--- config.mk ---
export PLATFORM = sky130hd
export DESIGN_NAME = skpr_cell
export DESIGN_NICKNAME = d
export VERILOG_FILES = /design/src/sv/skpr_pkg.sv /design/src/sv/skpr_cell.sv
export SDC_FILE = /design/constraint.sdc
export NUM_CORES = 1
export LEC_CHECK = 0
export BUFFER_PORTS_ARGS = -buffer_cell sky130_fd_sc_hd__buf_4
export CAP_MARGIN = 20
export CORE_AREA = 3 3 103 105
export DETAILED_ROUTE_END_ITERATION = 10
export DIE_AREA = 0 0 106 108
export PLACE_DENSITY = 0.77
export SYNTH_ARGS = -nofsm -noshare
export SYNTH_HDL_FRONTEND = slang
export SYNTH_SLANG_ARGS = --single-unit
--- constraint.sdc ---
create_clock -name clock -period 2.6 [get_ports clock]
set_input_delay 0.26 -clock clock [delete_from_list [all_inputs] [get_ports clock]]
set_output_delay 0.26 -clock clock [all_outputs]
set_load 0.01 [all_outputs]
--- src/sv/skpr_pkg.sv ---
// ----------------------------------------------------------------------------
// Sorted key-pair registry: shared package
// Sizes, operation and status codes, beat structs and the cell control
// bundle used by the cell row, the resolver and the top level.
// ----------------------------------------------------------------------------
package skpr_pkg;

   // Table geometry
   localparam int DEPTH  = 64;
   localparam int IDX_W  = $clog2(DEPTH);
   localparam int CNT_W  = $clog2(DEPTH + 1);

   // Fixed field widths
   localparam int PAGE_W = 32;
   localparam int BUF_W  = 7;
   localparam int REF_W  = 16;
   localparam int POS_W  = 7;

   typedef enum logic [1:0] {
      OP_LOOKUP        = 2'd0,
      OP_INSERT        = 2'd1,
      OP_LOOKUP_INSERT = 2'd2,
      OP_SCAN          = 2'd3
   } op_type;

   typedef enum logic [2:0] {
      ST_FOUND      = 3'd0,
      ST_MISS       = 3'd1,
      ST_INSERTED   = 3'd2,
      ST_DUPLICATE  = 3'd3,
      ST_FULL       = 3'd4,
      ST_SCAN_ENTRY = 3'd5,
      ST_SCAN_EMPTY = 3'd6
   } status_type;

   typedef enum logic [2:0] {
      FSM_IDLE,
      FSM_COMPARE,
      FSM_RESOLVE,
      FSM_DECIDE,
      FSM_SCAN,
      FSM_SCAN_END
   } fsm_type;

   // Request beat
   typedef struct packed {
      op_type              operation;
      logic [PAGE_W-1:0]   page_number;
      logic [BUF_W-1:0]    buffer_index;
      logic [REF_W-1:0]    ref_value;
   } req_type;

   // Response beat
   typedef struct packed {
      status_type          status;
      logic [REF_W-1:0]    ref_out;
      logic [PAGE_W-1:0]   page_out;
      logic [POS_W-1:0]    position;
      logic                last;
   } rsp_type;

   // One table entry held by a cell
   typedef struct packed {
      logic [PAGE_W-1:0]   page;
      logic [BUF_W-1:0]    buffer;
      logic [REF_W-1:0]    ref_val;
   } entry_type;

   // Search key broadcast to every cell
   typedef struct packed {
      logic [PAGE_W-1:0]   page;
      logic [BUF_W-1:0]    buffer;
   } key_type;

   // Per-cell control
   typedef struct packed {
      logic compare_en;
      logic load_en;
      logic shift_en;
      logic rotate_en;
   } cell_ctrl_type;

   // Per-cell compare result
   typedef struct packed {
      logic le;   // stored key <= search key
      logic eq;   // stored key == search key
   } cell_flag_type;

   // Search outcome
   typedef struct packed {
      logic             hit;
      logic [CNT_W-1:0] pos;
      logic [REF_W-1:0] ref_val;
   } resolve_type;

endpackage

--- src/sv/skpr_cell.sv ---
// ----------------------------------------------------------------------------
// Sorted key-pair registry: table cell
// Holds one entry, compares it against the broadcast key and takes a new
// entry from the request, its lower neighbor or its upper neighbor.
// ----------------------------------------------------------------------------
module skpr_cell (
   input  logic                    clock,
   input  skpr_pkg::cell_ctrl_type ctrl,
   input  skpr_pkg::key_type       key,
   input  skpr_pkg::entry_type     new_entry,
   input  skpr_pkg::entry_type     left_entry,
   input  skpr_pkg::entry_type     right_entry,
   output skpr_pkg::entry_type     entry,
   output skpr_pkg::cell_flag_type flags
);
   import skpr_pkg::*;

   entry_type     entry_ff;
   entry_type     entry_in;
   cell_flag_type flags_ff;
   cell_flag_type flags_in;

   // Compare stored key with the search key
   always_comb begin
      flags_in.eq = (key.page == entry_ff.page) && (key.buffer == entry_ff.buffer);
      flags_in.le = (key.page > entry_ff.page) ||
                    ((key.page == entry_ff.page) && (key.buffer >= entry_ff.buffer));
   end

   // Select the next entry: load, shift up from below, or rotate down
   always_comb begin
      entry_in = entry_ff;
      if (ctrl.load_en) begin
         entry_in = new_entry;
      end else if (ctrl.shift_en) begin
         entry_in = left_entry;
      end else if (ctrl.rotate_en) begin
         entry_in = right_entry;
      end
   end

   always_ff @(posedge clock) begin
      entry_ff <= entry_in;
      if (ctrl.compare_en) begin
         flags_ff <= flags_in;
      end
   end

   assign entry = entry_ff;
   assign flags = flags_ff;

endmodule

* Yosys cells after proc, flatten, opt, wreduce, memory -nomap -nowiden
Index checks and enable logic that the tools add are counted.
Operators by class: order comparisons 2, equal/unequal tests 2, mux-type cells 3, reductions and logical operators 4
Operators by type and width (number):
- $mux W55 | 3
- $eq A32 B32 Y1 | 1
- $gt A32 B32 Y1 | 1
- $eq A7 B7 Y1 | 1
- $ge A7 B7 Y1 | 1
- $reduce_bool A3 Y1 | 1
- $logic_and A1 B1 Y1 | 2
- $logic_or A1 B1 Y1 | 1
Storage, ports and cells: register bits after elaboration 57, input port bits 209, word-level logic and storage cells 16

* Longest topological paths before layout
Gate-level depths: netlist (run 1).
depth in word-level cells 3, mapped depth 8, depth with buffers taken out 8

* Worst setup path before layout (run 1)
Ideal clock, no wire load.
kind input to register, start point in ctrl[1] in the netlist's numbering, end point reg entry_ff, in the netlist entry[0], enable pin, arrival time 1730 ps, setup slack 455 ps, stages 2, path buffers 1, cells stage by stage buf_2 -> or3_1
On the way: cells in the longest elaborated chain, start to end 1
RTL lines:
- start, declared | line skpr_cell.sv:8 | input skpr_pkg::cell_ctrl_type ctrl,
- $reduce_bool A3 Y1 (no source line)
- end signal, assigned | line skpr_cell.sv:43 | entry_ff <= entry_in;
- end, declared | line skpr_cell.sv:18 | entry_type entry_ff;
Every way passes these cells. A chain may end at the register's enable or synchronous reset.

==> reports/results.tsv, run 1 <==
stage	metric	value	unit
synthesis	synthesis warning total	0	
route	Total Routed Length	12.4	mm
worst_hold_path	Hold Startpoint	ctrl[3]	
floorplan	# rows	36	
setup_path	largest fanout on the critical path	3	
setup_path	count of buffer and inverter cells on the critical path	1	
placement	total of buffers placed on input and output ports	265	
synthesis	main combinational cell family by area after synthesis	multiplexers	
placement	total instance count after detailed placement	764	
synthesis	Simple-Gate Fraction of Synth Area	10.2	%
power_and_ir_drop	IR drop worst, VDD	0.000228	V
route	wire length per cell	15.9	um
power_and_ir_drop	leakage power figure	0.00314	uW
synthesis	Synth Area in Compound Gates	12.6	%
setup_path	startpoint types	flop	
synthesis	top-count cell post-synth	sky130_fd_sc_hd__nand2_1	
clock_tree	number of buffers inserted by post-CTS setup repair	0	
placement	placed instance area	5980	um^2
sta	maximum operating frequency	511	MHz
power_and_ir_drop	net switching share of the total power	27.7	%
layout	fraction of layout cells with a size suffix above 1	44.8	%
setup_path	CP dominant cell by count	sky130_fd_sc_hd__a21oi_2	
floorplan	die outline area	11400	um^2
synthesis	area leader, netlist	sky130_fd_sc_hd__edfxtp_1	
power_and_ir_drop	relative contribution of combinational cells to total power	31.3	%
layout	number of fillers in the final layout	826	
global_routing	number of antenna violations at the first check in global routing	0	
synthesis	sequential fraction of the synthesis area	44.3	%
synthesis	cells after synthesis	380	
clock_tree	Root Buffer Master	sky130_fd_sc_hd__clkbuf_8	
setup_path	internal reg-to-reg setup slack	640	ps
floorplan	Vert. Die Dim	108	um
clock_tree	Sinks on Clock Net	57	
sta	final number of max-transition violations	0	
setup_path	cell at the slowest stage of the critical path	sky130_fd_sc_hd__edfxtp_1	
clock_tree	number of hold-repair buffers added at the cts stage	0	
clock_tree	TritonCTS clock tree	built	
global_routing	global-route usage over all layers	20.6	%
synthesis	dominant register cell in the synthesized netlist	sky130_fd_sc_hd__edfxtp_1	
layout	area of the multi-input gates	1920	um^2
outcome	run status	completed	
sta	final setup violating endpoints	0	
floorplan	I/O pin count	266	
route	Iter 0 DRT Violations	100	
layout	non-filler instance count after layout	780	
floorplan	starting density of the core	39.7	%
setup_path	terminus of the critical flop-to-flop path	flags[1]	
clock_tree	Max clock buf depth	2	
clock_tree	Clock Pin Slew Worst Setup and Hold Paths	70	ps
sta	Fin. Hold Viols	0	
route	first drt pass iteration count	4	
clock_tree	post-cts repair resize count	0	
setup_path	Arr. time, crit path	2040	ps
power_and_ir_drop	Seq pwr share	41.4	%
flow_run	count of maximum capacitance violations	0	
setup_path	kind of cell adding the most delay to the critical path	compound AO/OA/AOI/OAI gates	
clock_tree	cts bufs inserted	9	
setup_path	CP Cell Sequence	inv_1 > ha_1 > a21oi_1 > o21ai_0 > a221oi_1 > o211ai_2 > a21oi_2 > a21oi_2	
synthesis	top cell types by occurrence after synthesis	sky130_fd_sc_hd__nand2_1 (63), sky130_fd_sc_hd__edfxtp_1 (57), sky130_fd_sc_hd__o21ai_1 (56)	
sta	setup repair after global routing missed its margin	no	
synthesis	count of state elements after synthesis	57	
floorplan	area of the core region	9730	um^2
setup_path	critical path type	reg2reg	
layout	Util after Layout	63.3	%
global_routing	largest net degree at the start of global routing	111	
global_routing	total gr overflow	0	
route	total via count after detailed routing	3875	
sta	Clock Skews	5.20	ps
synthesis	cell types with the largest area share after synthesis	sky130_fd_sc_hd__edfxtp_1 (44%), sky130_fd_sc_hd__mux2i_1 (14%), sky130_fd_sc_hd__ha_1 (13%), sky130_fd_sc_hd__o21ai_1 (7.3%), sky130_fd_sc_hd__nand2_1 (6.1%)	
worst_hold_path	hold worst-path end	flags[0]	
worst_hold_path	worst hold path class	in2reg	
placement	placed wire-length estimate after detailed placement	10.3	mm
sta	fraction of the cycle the final worst path needs	75.3	%
synthesis	per-instance average area after synthesis	10.2	um^2
route	antenna-violating nets left	0	
sta	setup total negative slack	0	ps
power_and_ir_drop	Power Internal	2070	uW
worst_hold_path	number of stages on the worst hold path	1	
sta	time the worst path needs with I/O delays and setup	1960	ps
power_and_ir_drop	Pwr per Cell Area	465	nW/um^2
power_and_ir_drop	clock share of power	27.3	%
floorplan	Chip Width	106	um
synthesis	async set or reset register ratio after synthesis	0	%
synthesis	net count after synthesis	628	
synthesis	fraction of the mapped netlist area in adder cells	12.6	%
route	Post-route DRC	0	
sta	transition time at the pin with the least slew margin	970	ps
setup_path	max incr delay on CP	390	ps
layout	cell area after layout	6160	um^2
layout	Antenna diodes	0	
power_and_ir_drop	switching power	795	uW
layout	Area growth, synth to finish	59.3	%
global_routing	global-route wire length before repair	18.3	mm
clock_tree	CTS HTree Levels	3	
layout	layout net count	890	
synthesis	area fraction of the dominant cell type after synthesis	44.3	%
layout	sequential cell area	1710	um^2
sta	relative slew slack	35.3	%
setup_path	worst-case reg-to-reg path depth	8	
setup_path	worst path required time	2680	ps
synthesis	share of synthesized area spent on multiplexers	14.2	%
synthesis	distinct cell type count of the synthesized netlist	31	
setup_path	Critical R2R Launch	entry[42]	
synthesis	cell area after synthesis	3860	um^2
global_routing	vias in the first global route	3806	
setup_path	critical path endpoint category	flop	
synthesis	xor/xnor share of the synthesized area	0	%
route	vias per inst	4.97	
placement	GPL Wtd Cong	0.816	
synthesis	EDFF count, synth	57	
clock_tree	clock insertion delay at the later pin of the skew report	330	ps
-- per-stage QoR --
| stage | hold WS [ps] | power, uW | worst slack [ps] |
|---|---|---|---|
| after floorplan | 372 | 1590 | 455 |
| after global placement | 491 | 2070 | 663 |
| after detailed placement | 488 | 2110 | 641 |
| after CTS | 128 | 2900 | 641 |
| after global routing | 127 | 3020 | 517 |
| final | 150 | 2860 | 643 |
-- worst max path at each step --
stage	slack, ps	endpoint	depth (start not counted)	start
after global placement	660	flags[1]	8	key[26]
final	640	flags[1]	8	entry[42]
after detailed placement	640	flags[1]	8	key[26]
after global routing	520	flags[1]	8	entry[42]
after CTS	640	flags[1]	8	entry[42]
after floorplan	460	entry[0]	2	ctrl[1]
-- state kept, by name, summed over array words and instances (netlist names) --
register  cells
flags         2
entry        55
-- final cells by class --
cell class	count	area share (%)
sequential	57	27.8
inverter	40	2.44
timing repair buffer	269	33.0
multi-input combinational	265	31.2
clock inverter	4	0.711
tap	133	2.70
clock buffer	12	2.19
-- kinds of logic (layout without fill, tap and decap cells) --
group,count (synthesis),after routing
AOI/OAI and AO/OA,86,86
adders and majority gates,39,39
buffers and inverters,58,325
DFF,57,57
muxes,55,55
and+or+nand+nor,85,85
-- cells in the final DEF (no fill, tap or decap), types with 2 or more instances in the layout --
master / count
sky130_fd_sc_hd__buf_4: 268
sky130_fd_sc_hd__a21o_1: 3
sky130_fd_sc_hd__a221oi_1: 2
sky130_fd_sc_hd__clkbuf_1: 3
sky130_fd_sc_hd__clkbuf_8: 9
sky130_fd_sc_hd__inv_1: 40
sky130_fd_sc_hd__o21ai_0: 3
sky130_fd_sc_hd__a21oi_2: 2
sky130_fd_sc_hd__a21oi_1: 14
sky130_fd_sc_hd__and4_1: 4
sky130_fd_sc_hd__clkinv_2: 2
sky130_fd_sc_hd__nand2_1: 63
sky130_fd_sc_hd__o211ai_2: 2
sky130_fd_sc_hd__edfxtp_1: 57
sky130_fd_sc_hd__mux2i_1: 55
sky130_fd_sc_hd__o21ai_1: 56
sky130_fd_sc_hd__nand3_1: 5
sky130_fd_sc_hd__nand4_1: 4
sky130_fd_sc_hd__ha_1: 39
-- power groups by stage --
stage	Combinational, uW	Clock (uW)	Sequential [uW]
2_1_floorplan	340	0	1250
3_3_place_gp	871	0	1200
4_1_cts	907	808	1190
5_1_grt	984	842	1200
3_5_place_dp	904	0	1200
6_report	896	783	1190
-- routing by layer --
layer / part of all wire (%) / track usage (%) / routed length (um) / vias to the layer above
li1: - / - / - / 1892
met1: 34 / 21.2 / 4230 / 1786
met2: 55 / 39.2 / 6820 / 173
met3: 8.5 / 5.55 / 1050 / 24
met4: 2.5 / 9.25 / 306 / 0
met5: 0 / 0 / 0 / -
Power figures use the tool's default switching activity.
==> run 2, diff against run 1 <==
--- a/config.mk
+++ b/config.mk
@@ -7,10 +7,10 @@
 export LEC_CHECK = 0
 export BUFFER_PORTS_ARGS = -buffer_cell sky130_fd_sc_hd__buf_4
 export CAP_MARGIN = 20
-export CORE_AREA = 3 3 103 105
+export CORE_AREA = 3 3 105 107
 export DETAILED_ROUTE_END_ITERATION = 10
-export DIE_AREA = 0 0 106 108
-export PLACE_DENSITY = 0.77
+export DIE_AREA = 0 0 108 110
+export PLACE_DENSITY = 0.78
 export SYNTH_ARGS = -nofsm -noshare
 export SYNTH_HDL_FRONTEND = slang
 export SYNTH_SLANG_ARGS = --single-unit
==> constraint.sdc (replaced) <==
create_clock -name clock -period 1.66 [get_ports clock]
set_input_delay 0.166 -clock clock [delete_from_list [all_inputs] [get_ports clock]]
set_output_delay 0.166 -clock clock [all_outputs]
set_load 0.01 [all_outputs]
==> run 2 against run 1 <==
Compared with the run above: critical path depth decreased by 1; the flow now finishes with violations (setup timing); combinational power up 91%; sequential share of layout area shrank 2.5 points; register-to-register slack worse by 860 ps; hold slack got worse by 87 ps; non-clock buffer count up 56; largest cell class unchanged; cell count rose by 7.6%.
==> reports/results.tsv, run 2 (synthesis gave the netlist of run 1 again) <==
stage	metric	value	unit
layout	most common cell after layout, fill and taps aside	sky130_fd_sc_hd__buf_4	
global_routing	total gr overflow	0	
outcome	run status	finished with violations	
sta	time the worst path needs with I/O delays and setup	1870	ps
floorplan	starting density of the core	37.8	%
sta	Fin. Hold Viols	0	
clock_tree	Clock Pin Slew Worst Setup and Hold Paths	60	ps
layout	flip-flop count of the largest register, all copies and words added	55	
sta	final number of max-transition violations	0	
power_and_ir_drop	IR drop worst, VDD	0.000307	V
floorplan	# rows	37	
setup_path	critical path type	reg2reg	
global_routing	number of antenna violations at the first check in global routing	0	
sta	relative slew slack	72.2	%
placement	GPL Wtd Cong	0.832	
sta	fraction of the cycle the final worst path needs	113	%
setup_path	critical path endpoint category	flop	
setup_path	Critical R2R Launch	entry[46]	
route	Total Routed Length	12.7	mm
sta	final setup violating endpoints	2	
clock_tree	number of hold-repair buffers added at the cts stage	0	
route	vias per inst	4.80	
layout	leading cell types in the layout, fill and taps excluded	sky130_fd_sc_hd__buf_4 (323), sky130_fd_sc_hd__nand2_1 (63), sky130_fd_sc_hd__o21ai_1 (58), sky130_fd_sc_hd__edfxtp_1 (57), sky130_fd_sc_hd__mux2i_1 (55)	
setup_path	largest fanout on the critical path	3	
setup_path	startpoint types	flop	
floorplan	Vert. Die Dim	110	um
setup_path	worst-case reg-to-reg path depth	7	
route	first drt pass iteration count	4	
floorplan	I/O pin count	266	
layout	Antenna diodes	0	
layout	layout net count	946	
clock_tree	Root Buffer Master	sky130_fd_sc_hd__clkbuf_8	
setup_path	worst path required time	1730	ps
floorplan	die outline area	11900	um^2
layout	fraction of layout cells with a size suffix above 1	53.2	%
layout	non-filler instance count after layout	839	
sta	final worst-path setup slack	-213	ps
floorplan	Chip Width	108	um
placement	Placement Setup Slack	-269	ps
sta	maximum operating frequency	534	MHz
power_and_ir_drop	leakage power figure	0.00344	uW
sta	transition time at the pin with the least slew margin	418	ps
global_routing	global-route usage over all layers	20.2	%
flow_run	count of maximum capacitance violations	0	
worst_hold_path	number of stages on the worst hold path	1	
placement	total instance count after detailed placement	804	
placement	total of buffers placed on input and output ports	265	
clock_tree	TritonCTS clock tree	built	
floorplan	area of the core region	10200	um^2
power_and_ir_drop	power consumption	4680	uW
global_routing	largest net degree at the start of global routing	111	
clock_tree	Max clock buf depth	2	
setup_path	Arr. time, crit path	1950	ps
route	antenna-violating nets left	0	
route	Iter 0 DRT Violations	132	
sta	setup repair after global routing missed its margin	yes	
clock_tree	Sinks on Clock Net	57	
clock_tree	cts bufs inserted	9	
worst_hold_path	Hold Startpoint	ctrl[3]	
route	total via count after detailed routing	4030	
setup_path	terminus of the critical flop-to-flop path	flags[1]	
sta	setup total negative slack	-271	ps
outcome	failing checks	setup timing	
clock_tree	CTS HTree Levels	3	
route	Post-route DRC	0	
worst_hold_path	worst hold path class	in2reg	
setup_path	internal reg-to-reg setup slack	-210	ps
sta	worst hold slack across all endpoints	62.9	ps
power_and_ir_drop	Pwr per Cell Area	690	nW/um^2
clock_tree	clock insertion delay at the later pin of the skew report	330	ps
setup_path	max incr delay on CP	360	ps
placement	placed wire-length estimate after detailed placement	10.1	mm
setup_path	CP Cell Sequence	inv_1 > ha_4 > and4_4 > and4_4 > nand3b_1 > a211oi_2 > a21oi_2	
route	wire length per cell	15.1	um
worst_hold_path	hold worst-path end	flags[0]	
global_routing	vias in the first global route	3985	
global_routing	global-route wire length before repair	18.8	mm
layout	Area growth, synth to finish	75.3	%
setup_path	CP dominant cell by count	sky130_fd_sc_hd__and4_4	
setup_path	cell at the slowest stage of the critical path	sky130_fd_sc_hd__edfxtp_1	
sta	Clock Skews	10.0	ps
## run 2: cell count changes in the layout (fill, tap and decap cells not counted), moves of 3 or more
| cell | before | now |
|---|---|---|
| sky130_fd_sc_hd__ha_4 | 0 | 11 |
| sky130_fd_sc_hd__and4_4 | 1 | 4 |
| sky130_fd_sc_hd__buf_4 | 268 | 323 |
| sky130_fd_sc_hd__ha_1 | 39 | 28 |
| sky130_fd_sc_hd__inv_2 | 0 | 6 |
| sky130_fd_sc_hd__and4_1 | 4 | 1 |
| sky130_fd_sc_hd__inv_1 | 40 | 34 |
## run 2: routing by layer
metal	global-route usage (%)	vias to the layer above	wire length, um
met2	38.3	168	6940
met5	0	-	0
met4	6.85	0	243
li1	-	2007	-
met3	4.72	21	915
met1	21.9	1834	4600
## run 2: repair_timing
action | in CTS | in global routing
buffers inserted | 16 | 4
gates resized for setup | 21 | 7
endpoints found under the hold margin | 0 | 0
pin swaps | 14 | 7
endpoints found under the setup margin | 2 | 2
## run 2: where the power goes
| group | switching, uW | internal, uW |
|---|---|---|
| logic | 708 | 1010 |
| clock network | 572 | 530 |
| registers | 80.8 | 1780 |
## run 2: worst max-delay path, delay by kind of cell (launching register included)
| family | cells | cell delay, ps |
|---|---|---|
| flip-flops | 1 | 360 |
| AND/OR/NAND/NOR | 3 | 590 |
| adder cells (fa/ha/maj) | 1 | 280 |
| AO/OA/AOI/OAI | 2 | 300 |
| buffers and inverters | 1 | 90 |
## run 2: layout make-up
type / count / area [um^2]
Fill cell: 792 / 3460
Inverter: 40 / 150
Multi-Input combinational cell: 265 / 2120
Clock inverter: 6 / 35.0
Timing Repair Buffer: 325 / 2460
Clock buffer: 10 / 128
Sequential cell: 57 / 1710
Tap cell: 136 / 170
## run 2: stage by stage
stage | cell area (um^2) | util [%]
after global placement | 6280 | 61.4
after CTS | 6720 | 65.7
after detailed placement | 6280 | 61.4
final | 6780 | 66.2
after floorplan | 3880 | -
after global routing | 6780 | 66.2
## run 2: worst max-delay path by stage
| stage | slack [ps] | start | endpoint | cells past startpoint |
|---|---|---|---|---|
| 2_1_floorplan | -100 | entry[53] | flags[1] | 7 |
| 3_3_place_gp | -260 | entry[23] | flags[1] | 8 |
| 3_5_place_dp | -270 | entry[37] | flags[1] | 9 |
| 4_1_cts | -210 | entry[28] | flags[1] | 9 |
| 5_1_grt | -300 | entry[30] | flags[1] | 9 |
| 6_report | -210 | entry[46] | flags[1] | 7 |
